[config.mk]
export PLATFORM = sky130hd
export DESIGN_NAME = note_end_time_queue_core_flat
export DESIGN_NICKNAME = d
export VERILOG_FILES = /design/src/hw/rtl/netq_pkg.sv /design/src/hw/rtl/netq_if.sv /design/src/hw/rtl/netq_ctrl.sv /design/src/hw/rtl/netq_datapath.sv /design/src/hw/rtl/note_end_time_queue_core.sv /design/src/flat_wrapper.sv
export VERILOG_INCLUDE_DIRS = /design/src /design/src/hw/rtl
export SDC_FILE = /design/constraint.sdc
export NUM_CORES = 2
export LEC_CHECK = 0
export BUFFER_PORTS_ARGS = -buffer_cell sky130_fd_sc_hd__buf_2
export CAP_MARGIN = 20
export CELL_PAD_IN_SITES_DETAIL_PLACEMENT = 0
export CELL_PAD_IN_SITES_GLOBAL_PLACEMENT = 1
export CORE_AREA = 2 2 389 391
export DETAILED_ROUTE_END_ITERATION = 7
export DIE_AREA = 0 0 391 393
export PLACE_DENSITY = 0.49
export SYNTH_ARGS = -nofsm -noshare
export SYNTH_HDL_FRONTEND = slang
export SYNTH_SLANG_ARGS = --single-unit
export TNS_END_PERCENT = 50
[constraint.sdc]
create_clock -name clk -period 17.8 [get_ports clk]
set_input_delay 2.67 -clock clk [delete_from_list [all_inputs] [get_ports clk]]
set_output_delay 2.67 -clock clk [all_outputs]
set_load 0.1 [all_outputs]
[src/hw/rtl/note_end_time_queue_core_assert.svh]
// ----------------------------------------------------------------------------
// Assertion macros for the note end time queue.
// Each use expands to one labeled concurrent assertion, clocked on the given
// clock and disabled while the given active-low reset is asserted.
// ----------------------------------------------------------------------------
`ifndef NOTE_END_TIME_QUEUE_CORE_ASSERT_SVH
`define NOTE_END_TIME_QUEUE_CORE_ASSERT_SVH

// Consequent must hold in the same cycle as the antecedent.
`define NETQ_ASSERT_IMP(name, clk_sig, rstn_sig, ante, cons) \
  name: assert property (@(posedge clk_sig) disable iff (!rstn_sig) (ante) |-> (cons)) \
    else $error("netq: same-cycle check failed");

// Consequent must hold in the cycle after the antecedent.
`define NETQ_ASSERT_NXT(name, clk_sig, rstn_sig, ante, cons) \
  name: assert property (@(posedge clk_sig) disable iff (!rstn_sig) (ante) |=> (cons)) \
    else $error("netq: next-cycle check failed");

`endif

[src/hw/rtl/netq_pkg.sv]
// ----------------------------------------------------------------------------
// netq_pkg
// Shared sizes, command codes and controller/datapath types for the note end
// time queue.
// ----------------------------------------------------------------------------
package netq_pkg;

  // Queue depth and derived index widths.
  localparam int MAX_NOTES = 16;
  localparam int IDX_W     = (MAX_NOTES > 1) ? $clog2(MAX_NOTES) : 1;
  localparam int CNT_W     = $clog2(MAX_NOTES + 1);
  localparam int SUM_W     = CNT_W + 1;

  // Field widths.
  localparam int CMD_W  = 2;
  localparam int KEY_W  = 7;
  localparam int TIME_W = 32;

  // Request command codes.
  localparam logic [CMD_W-1:0] CMD_START   = 2'd0;
  localparam logic [CMD_W-1:0] CMD_ADVANCE = 2'd1;
  localparam logic [CMD_W-1:0] CMD_SKIP    = 2'd2;

  // Datapath operations issued by the controller.
  typedef enum logic [3:0] {
    DP_NOP,
    DP_LOAD,
    DP_LOOKUP,
    DP_WALK,
    DP_ADV_DIFF,
    DP_ADV_POP,
    DP_SKIP,
    DP_REFUSE
  } dp_op_t;

  // Controller states.
  typedef enum logic [2:0] {
    ST_IDLE,
    ST_DECODE,
    ST_WALK,
    ST_DIFF,
    ST_POP,
    ST_RESP
  } state_t;

  // Controller to datapath.
  typedef struct packed {
    dp_op_t op;
    logic   out_load;
  } dp_cmd_t;

  // Datapath to controller.
  typedef struct packed {
    logic [CMD_W-1:0] req_cmd;
    logic             full;
    logic             walk_last;
  } dp_stat_t;

endpackage

[src/hw/rtl/netq_if.sv]
// ----------------------------------------------------------------------------
// netq channel interfaces
// Valid/ready channels for requests into and results out of the queue.
// ----------------------------------------------------------------------------
interface netq_in_if;
  logic                           valid;
  logic                           ready;
  logic [netq_pkg::CMD_W-1:0]     command;
  logic [netq_pkg::KEY_W-1:0]     note_key;
  logic [netq_pkg::TIME_W-1:0]    duration;
  logic [netq_pkg::TIME_W-1:0]    sample_count;

  modport source (output valid, output command, output note_key, output duration,
                  output sample_count, input ready);
  modport sink   (input valid, input command, input note_key, input duration,
                  input sample_count, output ready);
endinterface

interface netq_out_if;
  logic                           valid;
  logic                           ready;
  logic                           success;
  logic [netq_pkg::KEY_W-1:0]     ended_key;
  logic [netq_pkg::TIME_W-1:0]    samples_advanced;

  modport source (output valid, output success, output ended_key,
                  output samples_advanced, input ready);
  modport sink   (input valid, input success, input ended_key,
                  input samples_advanced, output ready);
endinterface

[src/hw/rtl/netq_ctrl.sv]
// ----------------------------------------------------------------------------
// netq_ctrl
// Sequencer for the note end time queue. Takes one request at a time, steps
// the datapath through its operations and owns the result valid flag.
// ----------------------------------------------------------------------------
module netq_ctrl (
  input  logic               clk,
  input  logic               rst_n,
  input  logic               in_valid,
  output logic               in_ready,
  output logic               out_valid,
  input  logic               out_ready,
  output netq_pkg::dp_cmd_t  cmd,
  input  netq_pkg::dp_stat_t stat
);

  netq_pkg::state_t state_r, state_nxt;
  logic             out_valid_r, out_valid_nxt;

  // Next state.
  always_comb begin
    state_nxt = state_r;
    unique case (state_r)
      netq_pkg::ST_IDLE: begin
        if (in_valid) state_nxt = netq_pkg::ST_DECODE;
      end
      netq_pkg::ST_DECODE: begin
        priority if (stat.req_cmd == netq_pkg::CMD_START && !stat.full) begin
          state_nxt = netq_pkg::ST_WALK;
        end else if (stat.req_cmd == netq_pkg::CMD_ADVANCE) begin
          state_nxt = netq_pkg::ST_DIFF;
        end else begin
          state_nxt = netq_pkg::ST_RESP;
        end
      end
      netq_pkg::ST_WALK: begin
        if (stat.walk_last) state_nxt = netq_pkg::ST_RESP;
      end
      netq_pkg::ST_DIFF: state_nxt = netq_pkg::ST_POP;
      netq_pkg::ST_POP:  state_nxt = netq_pkg::ST_RESP;
      netq_pkg::ST_RESP: begin
        if (!out_valid_r || out_ready) state_nxt = netq_pkg::ST_IDLE;
      end
      default: state_nxt = netq_pkg::ST_IDLE;
    endcase
  end

  // Datapath commands for each state.
  always_comb begin
    cmd.op       = netq_pkg::DP_NOP;
    cmd.out_load = 1'b0;
    unique case (state_r)
      netq_pkg::ST_IDLE: begin
        if (in_valid) cmd.op = netq_pkg::DP_LOAD;
      end
      netq_pkg::ST_DECODE: begin
        priority if (stat.req_cmd == netq_pkg::CMD_START && !stat.full) begin
          cmd.op = netq_pkg::DP_LOOKUP;
        end else if (stat.req_cmd == netq_pkg::CMD_ADVANCE) begin
          cmd.op = netq_pkg::DP_LOOKUP;
        end else if (stat.req_cmd == netq_pkg::CMD_SKIP) begin
          cmd.op = netq_pkg::DP_SKIP;
        end else begin
          // A full queue on start, or an unknown command.
          cmd.op = netq_pkg::DP_REFUSE;
        end
      end
      netq_pkg::ST_WALK: cmd.op = netq_pkg::DP_WALK;
      netq_pkg::ST_DIFF: cmd.op = netq_pkg::DP_ADV_DIFF;
      netq_pkg::ST_POP:  cmd.op = netq_pkg::DP_ADV_POP;
      netq_pkg::ST_RESP: cmd.out_load = !out_valid_r || out_ready;
      default: cmd.op = netq_pkg::DP_NOP;
    endcase
  end

  // The result register stays full until the sink takes it.
  always_comb begin
    out_valid_nxt = out_valid_r;
    if (cmd.out_load)   out_valid_nxt = 1'b1;
    else if (out_ready) out_valid_nxt = 1'b0;
  end

  always_ff @(posedge clk) begin
    if (!rst_n) begin
      state_r     <= netq_pkg::ST_IDLE;
      out_valid_r <= 1'b0;
    end else begin
      state_r     <= state_nxt;
      out_valid_r <= out_valid_nxt;
    end
  end

  assign in_ready  = (state_r == netq_pkg::ST_IDLE);
  assign out_valid = out_valid_r;

endmodule

[src/hw/rtl/netq_datapath.sv]
// ----------------------------------------------------------------------------
// netq_datapath
// Time counter, ring of pending notes held in a small memory, insertion walk
// and the result registers of the note end time queue.
// ----------------------------------------------------------------------------
`include "note_end_time_queue_core_assert.svh"

module netq_datapath (
  input  logic                            clk,
  input  logic                            rst_n,
  input  netq_pkg::dp_cmd_t               cmd,
  output netq_pkg::dp_stat_t              stat,
  input  logic [netq_pkg::CMD_W-1:0]      in_command,
  input  logic [netq_pkg::KEY_W-1:0]      in_note_key,
  input  logic [netq_pkg::TIME_W-1:0]     in_duration,
  input  logic [netq_pkg::TIME_W-1:0]     in_sample_count,
  output logic                            out_success,
  output logic [netq_pkg::KEY_W-1:0]      out_ended_key,
  output logic [netq_pkg::TIME_W-1:0]     out_samples_advanced
);

  // Ring slot of queue position idx, counted from head.
  function automatic logic [netq_pkg::IDX_W-1:0] slot_of(
    input logic [netq_pkg::IDX_W-1:0] head,
    input logic [netq_pkg::CNT_W-1:0] idx
  );
    logic [netq_pkg::SUM_W-1:0] sum;
    sum = {{(netq_pkg::SUM_W - netq_pkg::IDX_W){1'b0}}, head} + {1'b0, idx};
    if (sum >= netq_pkg::SUM_W'(netq_pkg::MAX_NOTES)) begin
      sum = sum - netq_pkg::SUM_W'(netq_pkg::MAX_NOTES);
    end
    return sum[netq_pkg::IDX_W-1:0];
  endfunction

  // Queue state.
  logic [netq_pkg::TIME_W-1:0] time_r, time_nxt;
  logic [netq_pkg::CNT_W-1:0]  count_r, count_nxt;
  logic [netq_pkg::IDX_W-1:0]  head_r, head_nxt;

  // Captured request.
  logic [netq_pkg::CMD_W-1:0]  req_cmd_r;
  logic [netq_pkg::KEY_W-1:0]  req_key_r;
  logic [netq_pkg::TIME_W-1:0] req_end_r;
  logic [netq_pkg::TIME_W-1:0] req_count_r;

  // Ring memory and its registered read port.
  logic [netq_pkg::TIME_W-1:0] mem_end [netq_pkg::MAX_NOTES];
  logic [netq_pkg::KEY_W-1:0]  mem_key [netq_pkg::MAX_NOTES];
  logic [netq_pkg::IDX_W-1:0]  rd_addr;
  logic [netq_pkg::TIME_W-1:0] rd_end_r;
  logic [netq_pkg::KEY_W-1:0]  rd_key_r;
  logic                        wr_en;
  logic [netq_pkg::IDX_W-1:0]  wr_addr;
  logic [netq_pkg::TIME_W-1:0] wr_end;
  logic [netq_pkg::KEY_W-1:0]  wr_key;

  // Insertion walk.
  logic [netq_pkg::CNT_W-1:0]  idx_r;
  logic                        ins_r;
  logic [netq_pkg::TIME_W-1:0] carry_end_r;
  logic [netq_pkg::KEY_W-1:0]  carry_key_r;
  logic                        walk_last;
  logic                        place_new;

  // Advance.
  logic [netq_pkg::TIME_W-1:0] diff_r;
  logic                        adv_hit;

  // Result staging and output registers.
  logic                        res_success_r, res_success_nxt;
  logic [netq_pkg::KEY_W-1:0]  res_key_r, res_key_nxt;
  logic [netq_pkg::TIME_W-1:0] res_adv_r, res_adv_nxt;
  logic                        out_success_r;
  logic [netq_pkg::KEY_W-1:0]  out_key_r;
  logic [netq_pkg::TIME_W-1:0] out_adv_r;

  // Walk decisions: the new note goes ahead of the first entry that does not
  // end earlier, or at the tail when no such entry exists.
  assign walk_last = (idx_r == count_r);
  assign place_new = !ins_r && (walk_last || (rd_end_r >= req_end_r));
  assign adv_hit   = (count_r != '0) && (diff_r <= req_count_r);

  // Memory addressing. The walk reads one position ahead of the one it writes.
  always_comb begin
    unique case (cmd.op)
      netq_pkg::DP_WALK: rd_addr = slot_of(head_r, idx_r + netq_pkg::CNT_W'(1));
      default:           rd_addr = head_r;
    endcase
    wr_en   = (cmd.op == netq_pkg::DP_WALK) && (ins_r || place_new);
    wr_addr = slot_of(head_r, idx_r);
    wr_end  = place_new ? req_end_r : carry_end_r;
    wr_key  = place_new ? req_key_r : carry_key_r;
  end

  always_ff @(posedge clk) begin
    if (wr_en) begin
      mem_end[wr_addr] <= wr_end;
      mem_key[wr_addr] <= wr_key;
    end
    rd_end_r <= mem_end[rd_addr];
    rd_key_r <= mem_key[rd_addr];
  end

  // Next values of the queue state and the staged result.
  always_comb begin
    time_nxt        = time_r;
    count_nxt       = count_r;
    head_nxt        = head_r;
    res_success_nxt = res_success_r;
    res_key_nxt     = res_key_r;
    res_adv_nxt     = res_adv_r;
    unique case (cmd.op)
      netq_pkg::DP_WALK: begin
        if (walk_last) begin
          count_nxt       = count_r + netq_pkg::CNT_W'(1);
          res_success_nxt = 1'b1;
          res_key_nxt     = '0;
          res_adv_nxt     = '0;
        end
      end
      netq_pkg::DP_ADV_POP: begin
        if (adv_hit) begin
          // Time lands exactly on the popped note's end.
          time_nxt        = rd_end_r;
          count_nxt       = count_r - netq_pkg::CNT_W'(1);
          head_nxt        = slot_of(head_r, netq_pkg::CNT_W'(1));
          res_success_nxt = 1'b1;
          res_key_nxt     = rd_key_r;
          res_adv_nxt     = diff_r;
        end else begin
          time_nxt        = time_r + req_count_r;
          res_success_nxt = 1'b0;
          res_key_nxt     = '0;
          res_adv_nxt     = req_count_r;
        end
      end
      netq_pkg::DP_SKIP: begin
        time_nxt        = time_r + req_count_r;
        res_success_nxt = 1'b0;
        res_key_nxt     = '0;
        res_adv_nxt     = '0;
      end
      netq_pkg::DP_REFUSE: begin
        res_success_nxt = 1'b0;
        res_key_nxt     = '0;
        res_adv_nxt     = '0;
      end
      default: begin
      end
    endcase
  end

  // Queue state registers.
  always_ff @(posedge clk) begin
    if (!rst_n) begin
      time_r  <= '0;
      count_r <= '0;
      head_r  <= '0;
    end else begin
      time_r  <= time_nxt;
      count_r <= count_nxt;
      head_r  <= head_nxt;
    end
  end

  // Request capture, walk and advance working registers, and the result registers.
  always_ff @(posedge clk) begin
    res_success_r <= res_success_nxt;
    res_key_r     <= res_key_nxt;
    res_adv_r     <= res_adv_nxt;
    if (cmd.op == netq_pkg::DP_LOAD) begin
      req_cmd_r   <= in_command;
      req_key_r   <= in_note_key;
      req_end_r   <= time_r + in_duration;
      req_count_r <= in_sample_count;
    end
    if (cmd.op == netq_pkg::DP_LOOKUP) begin
      idx_r <= '0;
      ins_r <= 1'b0;
    end else if (cmd.op == netq_pkg::DP_WALK) begin
      idx_r <= idx_r + netq_pkg::CNT_W'(1);
      ins_r <= ins_r | place_new;
      if (ins_r || place_new) begin
        carry_end_r <= rd_end_r;
        carry_key_r <= rd_key_r;
      end
    end
    if (cmd.op == netq_pkg::DP_ADV_DIFF) begin
      diff_r <= rd_end_r - time_r;
    end
    if (cmd.out_load) begin
      out_success_r <= res_success_r;
      out_key_r     <= res_key_r;
      out_adv_r     <= res_adv_r;
    end
  end

  assign stat.req_cmd   = req_cmd_r;
  assign stat.full      = (count_r == netq_pkg::CNT_W'(netq_pkg::MAX_NOTES));
  assign stat.walk_last = walk_last;

  assign out_success          = out_success_r;
  assign out_ended_key        = out_key_r;
  assign out_samples_advanced = out_adv_r;

  // The fill count never passes the ring depth.
  `NETQ_ASSERT_IMP(a_count_bound, clk, rst_n, 1'b1, count_r <= netq_pkg::CNT_W'(netq_pkg::MAX_NOTES))
  // A refused request leaves time and queue untouched.
  `NETQ_ASSERT_NXT(a_refuse_keeps, clk, rst_n, cmd.op == netq_pkg::DP_REFUSE, (count_r == $past(count_r)) && (time_r == $past(time_r)) && (head_r == $past(head_r)))
  // Finishing a walk adds exactly one note.
  `NETQ_ASSERT_NXT(a_insert_grows, clk, rst_n, (cmd.op == netq_pkg::DP_WALK) && walk_last, count_r == $past(count_r) + netq_pkg::CNT_W'(1))
  // A popped note moves the head forward and time onto its end.
  `NETQ_ASSERT_NXT(a_pop_moves, clk, rst_n, (cmd.op == netq_pkg::DP_ADV_POP) && adv_hit, (count_r == $past(count_r) - netq_pkg::CNT_W'(1)) && (time_r == $past(rd_end_r)))

endmodule

[src/hw/rtl/note_end_time_queue_core.sv]
// ----------------------------------------------------------------------------
// note_end_time_queue_core
// Sample-time counter with a ring of pending notes kept sorted by end time.
// ----------------------------------------------------------------------------
//  Channel    Direction  Handshake      Payload
//  in_chan    sink       valid/ready    command, note_key, duration, sample_count
//  out_chan   source     valid/ready    success, ended_key, samples_advanced
//
//  One request is in work at a time; in_chan.ready is high while the sequencer
//  is idle. A start runs the insertion walk, which moves one ring entry per
//  cycle over every pending note, reading one position ahead of the one it
//  writes. An advance takes the time to the head note's end and then pops it or
//  moves time on; a skip or a refused request goes straight to its result.
//  A finished result waits in the output register while the next request is
//  taken; a stalled sink holds the sequencer only when the next result is ready.
//  Reset (rst_n, synchronous) clears time, fill count and head; ring contents
//  are not cleared and need no clearing pass.
// ----------------------------------------------------------------------------
module note_end_time_queue_core (
  input  logic        clk,
  input  logic        rst_n,
  netq_in_if.sink     in_chan,
  netq_out_if.source  out_chan
);

  netq_pkg::dp_cmd_t  dp_cmd;
  netq_pkg::dp_stat_t dp_stat;

  // Request sequencer.
  netq_ctrl u_ctrl (
    .clk       (clk),
    .rst_n     (rst_n),
    .in_valid  (in_chan.valid),
    .in_ready  (in_chan.ready),
    .out_valid (out_chan.valid),
    .out_ready (out_chan.ready),
    .cmd       (dp_cmd),
    .stat      (dp_stat)
  );

  // Queue storage and arithmetic.
  netq_datapath u_datapath (
    .clk                  (clk),
    .rst_n                (rst_n),
    .cmd                  (dp_cmd),
    .stat                 (dp_stat),
    .in_command           (in_chan.command),
    .in_note_key          (in_chan.note_key),
    .in_duration          (in_chan.duration),
    .in_sample_count      (in_chan.sample_count),
    .out_success          (out_chan.success),
    .out_ended_key        (out_chan.ended_key),
    .out_samples_advanced (out_chan.samples_advanced)
  );

endmodule

[src/flat_wrapper.sv]
// flat-port wrapper written by rule: the top's interface ports become plain ports
module note_end_time_queue_core_flat 
  (clk, rst_n, in_chan_valid, in_chan_command, in_chan_note_key, in_chan_duration, in_chan_sample_count, in_chan_ready, out_chan_valid, out_chan_success, out_chan_ended_key, out_chan_samples_advanced, out_chan_ready);
  netq_in_if in_chan_i ();
  netq_out_if out_chan_i ();
  input  logic clk;
  input  logic rst_n;
  input wire logic [$bits(in_chan_i.valid)-1:0] in_chan_valid;
  input wire logic [$bits(in_chan_i.command)-1:0] in_chan_command;
  input wire logic [$bits(in_chan_i.note_key)-1:0] in_chan_note_key;
  input wire logic [$bits(in_chan_i.duration)-1:0] in_chan_duration;
  input wire logic [$bits(in_chan_i.sample_count)-1:0] in_chan_sample_count;
  output wire logic [$bits(in_chan_i.ready)-1:0] in_chan_ready;
  output wire logic [$bits(out_chan_i.valid)-1:0] out_chan_valid;
  output wire logic [$bits(out_chan_i.success)-1:0] out_chan_success;
  output wire logic [$bits(out_chan_i.ended_key)-1:0] out_chan_ended_key;
  output wire logic [$bits(out_chan_i.samples_advanced)-1:0] out_chan_samples_advanced;
  input wire logic [$bits(out_chan_i.ready)-1:0] out_chan_ready;
  assign in_chan_i.valid = in_chan_valid;
  assign in_chan_i.command = in_chan_command;
  assign in_chan_i.note_key = in_chan_note_key;
  assign in_chan_i.duration = in_chan_duration;
  assign in_chan_i.sample_count = in_chan_sample_count;
  assign in_chan_ready = in_chan_i.ready;
  assign out_chan_valid = out_chan_i.valid;
  assign out_chan_success = out_chan_i.success;
  assign out_chan_ended_key = out_chan_i.ended_key;
  assign out_chan_samples_advanced = out_chan_i.samples_advanced;
  assign out_chan_i.ready = out_chan_ready;
  note_end_time_queue_core u_core (.clk(clk), .rst_n(rst_n), .in_chan(in_chan_i), .out_chan(out_chan_i));
endmodule
# --- Word level (Yosys, flattened, before mapping) ---
# Memory sizes are Yosys's and may differ from the RTL's. A register that Yosys moved wholly into a read port is not among the register bits.
# Cells that the tools add are included.
# Widths: inputs -> output; s select.
word_totals:
  in_bits: 77
  reg_bits: 275
  n_memories: 2
  out_inout_bits: 42
  ram_bits: 624
  elab_cells: 121
mem_list:
  columns: ["memory", "words", "word_bits", "rd", "rd_clocked_by_memory_dff", "wr", "line", "text"]
  rows:
  - ["u_core.u_datapath.mem_end", 16, 32, 1, 1, 1, "netq_datapath.sv:47", "logic [netq_pkg::TIME_W-1:0] mem_end [netq_pkg::MAX_NOTES];"]
  - ["u_core.u_datapath.mem_key", 16, 7, 1, 1, 1, "netq_datapath.sv:48", "logic [netq_pkg::KEY_W-1:0] mem_key [netq_pkg::MAX_NOTES];"]
op_classes:
  n_addsub: 12
  n_reduce_logical: 23
  bitwise_logic: 2
  n_eq_ne: 21
  n_mux: 36
  magnitude_cmp: 5
op_table:
  columns: ["operator", "n"]
  rows:
  - ["$mux 32", 4]
  - ["$pmux 32 s3", 1]
  - ["$add 32x32->32", 2]
  - ["$pmux 32 s2", 1]
  - ["$ge 32x32->1", 1]
  - ["$le 32x32->1", 1]
  - ["$sub 32x32->32", 1]
  - ["$mux 3", 7]
  - ["$mux 7", 3]
  - ["$pmux 7 s3", 1]
  - ["$pmux 4 s5", 1]
  - ["$pmux 3 s6", 1]
  - ["$eq 4x3->1 const B", 4]
  - ["$mux 4", 4]
  - ["$add 4x5->6", 2]
  - ["$ge 6x5->1 const B", 2]
  - ["$sub 4x1->4 const B", 3]
  - ["$add 5x1->5 const B", 2]
  - ["$mux 5", 2]
  - ["$ne 2x2->1 const B", 5]
  - ["$pmux 5 s2", 1]
  - ["$mux 1", 9]
  - ["$reduce_and 3->1", 3]
  - ["$eq 4x2->1 const B", 2]
  - ["24 further kinds", 36]

# --- Depth between registers and ports, before layout ---
depth:
  ltp_word: 9
  mapped_depth: 14

# --- Modules after synthesis ---
# Synthesis repeated with hierarchy kept, for this count alone.
unflattened:
  hier_cells: 2783
  hier_area_um2: 42051.6
by_module_without_submodules:
  columns: ["mod", "area_per_inst_um2", "instances", "cells_per_inst"]
  rows:
  - ["netq_datapath", 41695.0, 1, 2735]
  - ["netq_ctrl", 356.6, 1, 48]

# --- Least setup slack after synthesis ---
# OpenSTA, ideal clock, no wires.
synth_path:
  kind: "register to register"
  from: "register u_core.u_datapath.req_end_r[17] (netlist name)"
  to: "memory u_core.u_datapath.mem_end[13][0] (netlist name), enable pin"
  path_buffers: 1
  stages_incl_launch_ff: 13
  arrival_time_ns: 5.860
  setup_slack_ns: 11.407
  cell_sequence: "edfxtp_1 -> inv_1 -> ha_1 -> nand4_1 -> nor4_1 -> o21ai_0 -> o311a_1 -> o21ai_0 -> a21oi_1 -> o31ai_1 -> o21ai_1 -> clkbuf_1 -> nor4_1"
synth_between:
  elab_chain_cells: 7
synth_rtl:
  columns: ["item", "line", "text"]
  rows:
  - ["start: declaration", "netq_datapath.sv:43", "logic [netq_pkg::TIME_W-1:0] req_end_r;"]
  - ["start signal: assignment", "netq_datapath.sv:174", "req_end_r <= time_r + in_duration;"]
  - ["$ge 32x32->1", "netq_datapath.sv:80", "assign place_new = !ins_r && (walk_last || (rd_end_r >= req_end_r));"]
  - ["$logic_or 1x1->1", "netq_datapath.sv:80", null]
  - ["$logic_and 1x1->1", "netq_datapath.sv:80", null]
  - ["$logic_or 1x1->1", "netq_datapath.sv:89", "wr_en = (cmd.op == netq_pkg::DP_WALK) && (ins_r || place_new);"]
  - ["$logic_and 1x1->1", "netq_datapath.sv:89", null]
  - ["$mux 1", "netq_datapath.sv:96", "if (wr_en) begin"]
  - ["$mux 1 (implied by the code)", "netq_datapath.sv:97", "mem_end[wr_addr] <= wr_end;"]
  - ["end: declaration", "netq_datapath.sv:47", null]
# Every way passes these cells.

# --- Final worst setup path ---
layout_path:
  from: "input port in_chan_duration[0]"
  to: "register u_core.u_datapath.req_end_r[28] (netlist name) (data pin)"
layout_between:
  elab_chain_cells: 1
layout_rtl:
  columns: ["item", "line", "text"]
  rows:
  - ["start: declaration", "flat_wrapper.sv:11", "input wire logic [$bits(in_chan_i.duration)-1:0] in_chan_duration;"]
  - ["$add 32x32->32", "netq_datapath.sv:174", null]
# Every way passes these cells.
# A chain may end at the register's enable or synchronous reset.

==> impl_metrics.toml <==
[cells_and_area]
fin_cells = 5051
regMostFlops = "u_core.u_datapath.mem_end"
biggestRegsByFlops = "u_core.u_datapath.mem_end: 512 flops, u_core.u_datapath.mem_key: 112 flops"
final_area_um2 = 48400
area_delta_synth_final_pct = 16.5
largest_reg_flops = 512
final_layout_size_suffix_gt1_share_pct = 16.2
fin_nets = 3266

[timing]
fin_setup_tns_ps = 0
max_freq_mhz = 174
clock_skew_ps = 56.3
slew_headroom_pct = 26.3
hold_violations = 0
fin_ws_ps = 12060
setup_viol = 0
drv_slew = 0
fin_crit_sh_pct = 32.2
post-route-min-period_ps = 5740
worstMarginPinSlew_ps = 1110
rsz0062_at_grt = "false"
hold_slack_ps = 398

[logic_synthesis]
synth_top_area_cell = "edfxtp_1"
ys_ff_latch = 938
synth_mux_area_share_pct = 10.3
synth_top_family_by_area = "multiplexers"
syn_inst = 2847
syn_nets = 3100
synth-edff-count = 848
synth.area.top_cells = "edfxtp_1, ha_1, mux2i_1"
synth_warnings = 0
synth.top_cell.area_share_pct = 61.2
synthXorXnorAreaFrac_pct = 2.06
synthSimpleGateAreaFrac_pct = 6.00
synthTopCellsByCount = "edfxtp_1, mux2i_1, nand2_1"
yosysMostFrequentCell = "edfxtp_1"
syn_area_per_cell_um2 = 14.6
synth_ff_type = "edfxtp_1"
synth_compound_area_share_pct = 8.22
synth_fa_ha_area_share_pct = 5.40
synth.distinct_cells = 69
yosysSeqAreaShare_pct = 65.6
async_flop_share_pct = 0
mappedNetlistArea_um2 = 41600

[setup_path]
cpPeakStageDelay_ps = 560
arrival_ps = 6190
worstRegToRegCells = 12
reg2reg_from = "u_core.u_datapath.count_r[0]$_SDFFE_PN0P_"
crit_type = "primary input to flip-flop"
cp-end-kind = "flip-flop"
cp_max_fo = 5
crit_top_cell = "o21ai_0"
reg2reg_slack_ps = 12500
required_ps = 18250
path_cells = "buf_2 > ha_1 > inv_1 > fa_1 > nor2b_1 > o31a_1 > o21ai_0 > o211ai_1 > a211oi_1 > o21ai_0 > a31oi_1 > nor3_1 > a311o_1"
r2r_end = "u_core.u_datapath.rd_end_r[16]$_DFF_P_"
cp-start-kind = "primary input"
cp_slowest_cell = "o21ai_0"

[floorplanning]
rows = 142
start_util_pct = 27.9
die_h_um = 393
boundaryPins = 119
dieArea_um2 = 154000
dieWidth_um = 391
core_um2 = 149000

[global_routing]
grt_max_degree = 104
grt_pass1_vias = 25400
grtUsageTotal_pct = 15.0
gr-total-overflow = 0
antenna_found_initial = 6
grt_pass1_wl_um = 169000

[run]
drv_cap = 0

[outcome]
status = "completed"

[power_and_ir_drop]
pwr-share-comb_pct = 34.7
seq_power_share_pct = 39.5
power_switching_uw = 3180
switching_share_pct = 36.2
powerDensity_nw_per_um2 = 182
clkPwrFrac_pct = 25.8
leakage_uw = 0.0184
p_int_uw = 5620
ir_drop_mv = 0.0928

[cts]
clock-sinks = 938
cts_resized = 0
cts_buffers = 105
clockRootBuffer = "clkbuf_16"
cts_tree = "built"
htreeDepth = 3
ctsHoldBuffers = 0
clk_latency_ps = 720
clk_pin_slew_ps = 60
cts_buffer_depth = 3
cts_setup_buffers = 0

[placement]
dp_hpwl_um = 70500
place_area_um2 = 44700
routabilityCongestion = 0.840
place_inst = 4848
pre_cts_ws_ps = 11370
portBuffers = 118

[detailed_routing]
routed_via_density = 4.83
routed-via-count = 24400
routed.top_layer = "met5"
wl_met2_um = 57000
wirelength_um = 116000
drt-initial-drc-count = 1306
post-route-drc-count = 0
ant_nets = 0
routedWlPerCell_um = 22.9
drt-met1-wl_um = 51200
firstDrtPassIters = 5
route.met3.wl_um = 4760

[hold_path]
holdPathEnd = "u_core.u_datapath.out_samples_advanced[17]$_DFFE_PP_"
hold_depth = 0
min_from = "u_core.u_datapath.res_adv_r[17]$_SDFFCE_PN0P_"
hp-class = "flip-flop to flip-flop"
## worst max path at each step
stage	end	slack, ps	start
floorplan	u_core.u_datapath.mem_end[13][0]$_DFFE_PP_	11410	u_core.u_datapath.req_end_r[17]$_DFFE_PN_
global placement	u_core.u_datapath.req_end_r[28]$_DFFE_PN_	11400	in_chan_duration[0]
detailed placement	u_core.u_datapath.req_end_r[28]$_DFFE_PN_	11370	in_chan_duration[0]
CTS	u_core.u_datapath.rd_end_r[16]$_DFF_P_	12080	u_core.u_datapath.count_r[0]$_SDFFE_PN0P_
global route	u_core.u_datapath.req_end_r[28]$_DFFE_PN_	11960	in_chan_duration[0]
finish	u_core.u_datapath.req_end_r[28]$_DFFE_PN_	12060	in_chan_duration[0]
## critical path, delay by kind of cell
kind | cells | cell delay, ps
adders and majority gates | 2 | 430
and+or+nand+nor | 2 | 180
buffers and inverters | 2 | 180
AOI/OAI and AO/OA | 7 | 2720
## through the flow
step	util [%]	power (uW)
global placement	30.0	6520
floorplan	-	5560
detailed placement	30.0	6600
global route	32.5	9360
finish	32.5	8810
CTS	32.4	8920
## cell type report
type	count	area, um^2
antenna	1	2.50
clock buffer	132	2810
clock inverter	68	861
fill	14500	101000
inverter	141	531
multi-input combinational	1659	13500
sequential	938	27300
tap	1944	2430
timing repair buffer	168	1000
## power by group through the flow
stage | sequential, uW | clock, uW | combinational, uW
after detailed placement | 3530 | 0 | 3080
after global placement | 3520 | 0 | 3000
after CTS | 3480 | 2340 | 3100
after global routing | 3520 | 2420 | 3420
final | 3480 | 2270 | 3060
after floorplan | 3450 | 0 | 2110
## cells by family after synthesis
kind of cell,Yosys count
buf+inv,250
flops,938
xor+xnor,98
mux,326
simple gates,549
fa+ha+maj,176
compound gates,510
## metal layers
layer	vias up	track usage, %
li1	11300	-
met1	12400	19.3
met2	505	26.1
met3	156	2.06
met4	6	4.33
met5	-	0
## cells in the final DEF, fill, tap and decap left out, types with 39 or more instances in the layout
cell type,netlist,final
a21o_1,57,57
a21oi_1,141,139
a22oi_1,39,39
buf_2,41,119
buf_4,6,46
clkbuf_16,0,106
dfxtp_1,90,90
edfxtp_1,848,848
ha_1,170,170
inv_1,141,140
mux2_2,41,40
mux2i_1,207,204
mux4_2,78,78
nand2_1,204,204
nor2_1,151,148
o2111ai_1,40,40
o21ai_0,74,74
xnor2_1,70,69
Power figures use the tool's default switching activity.
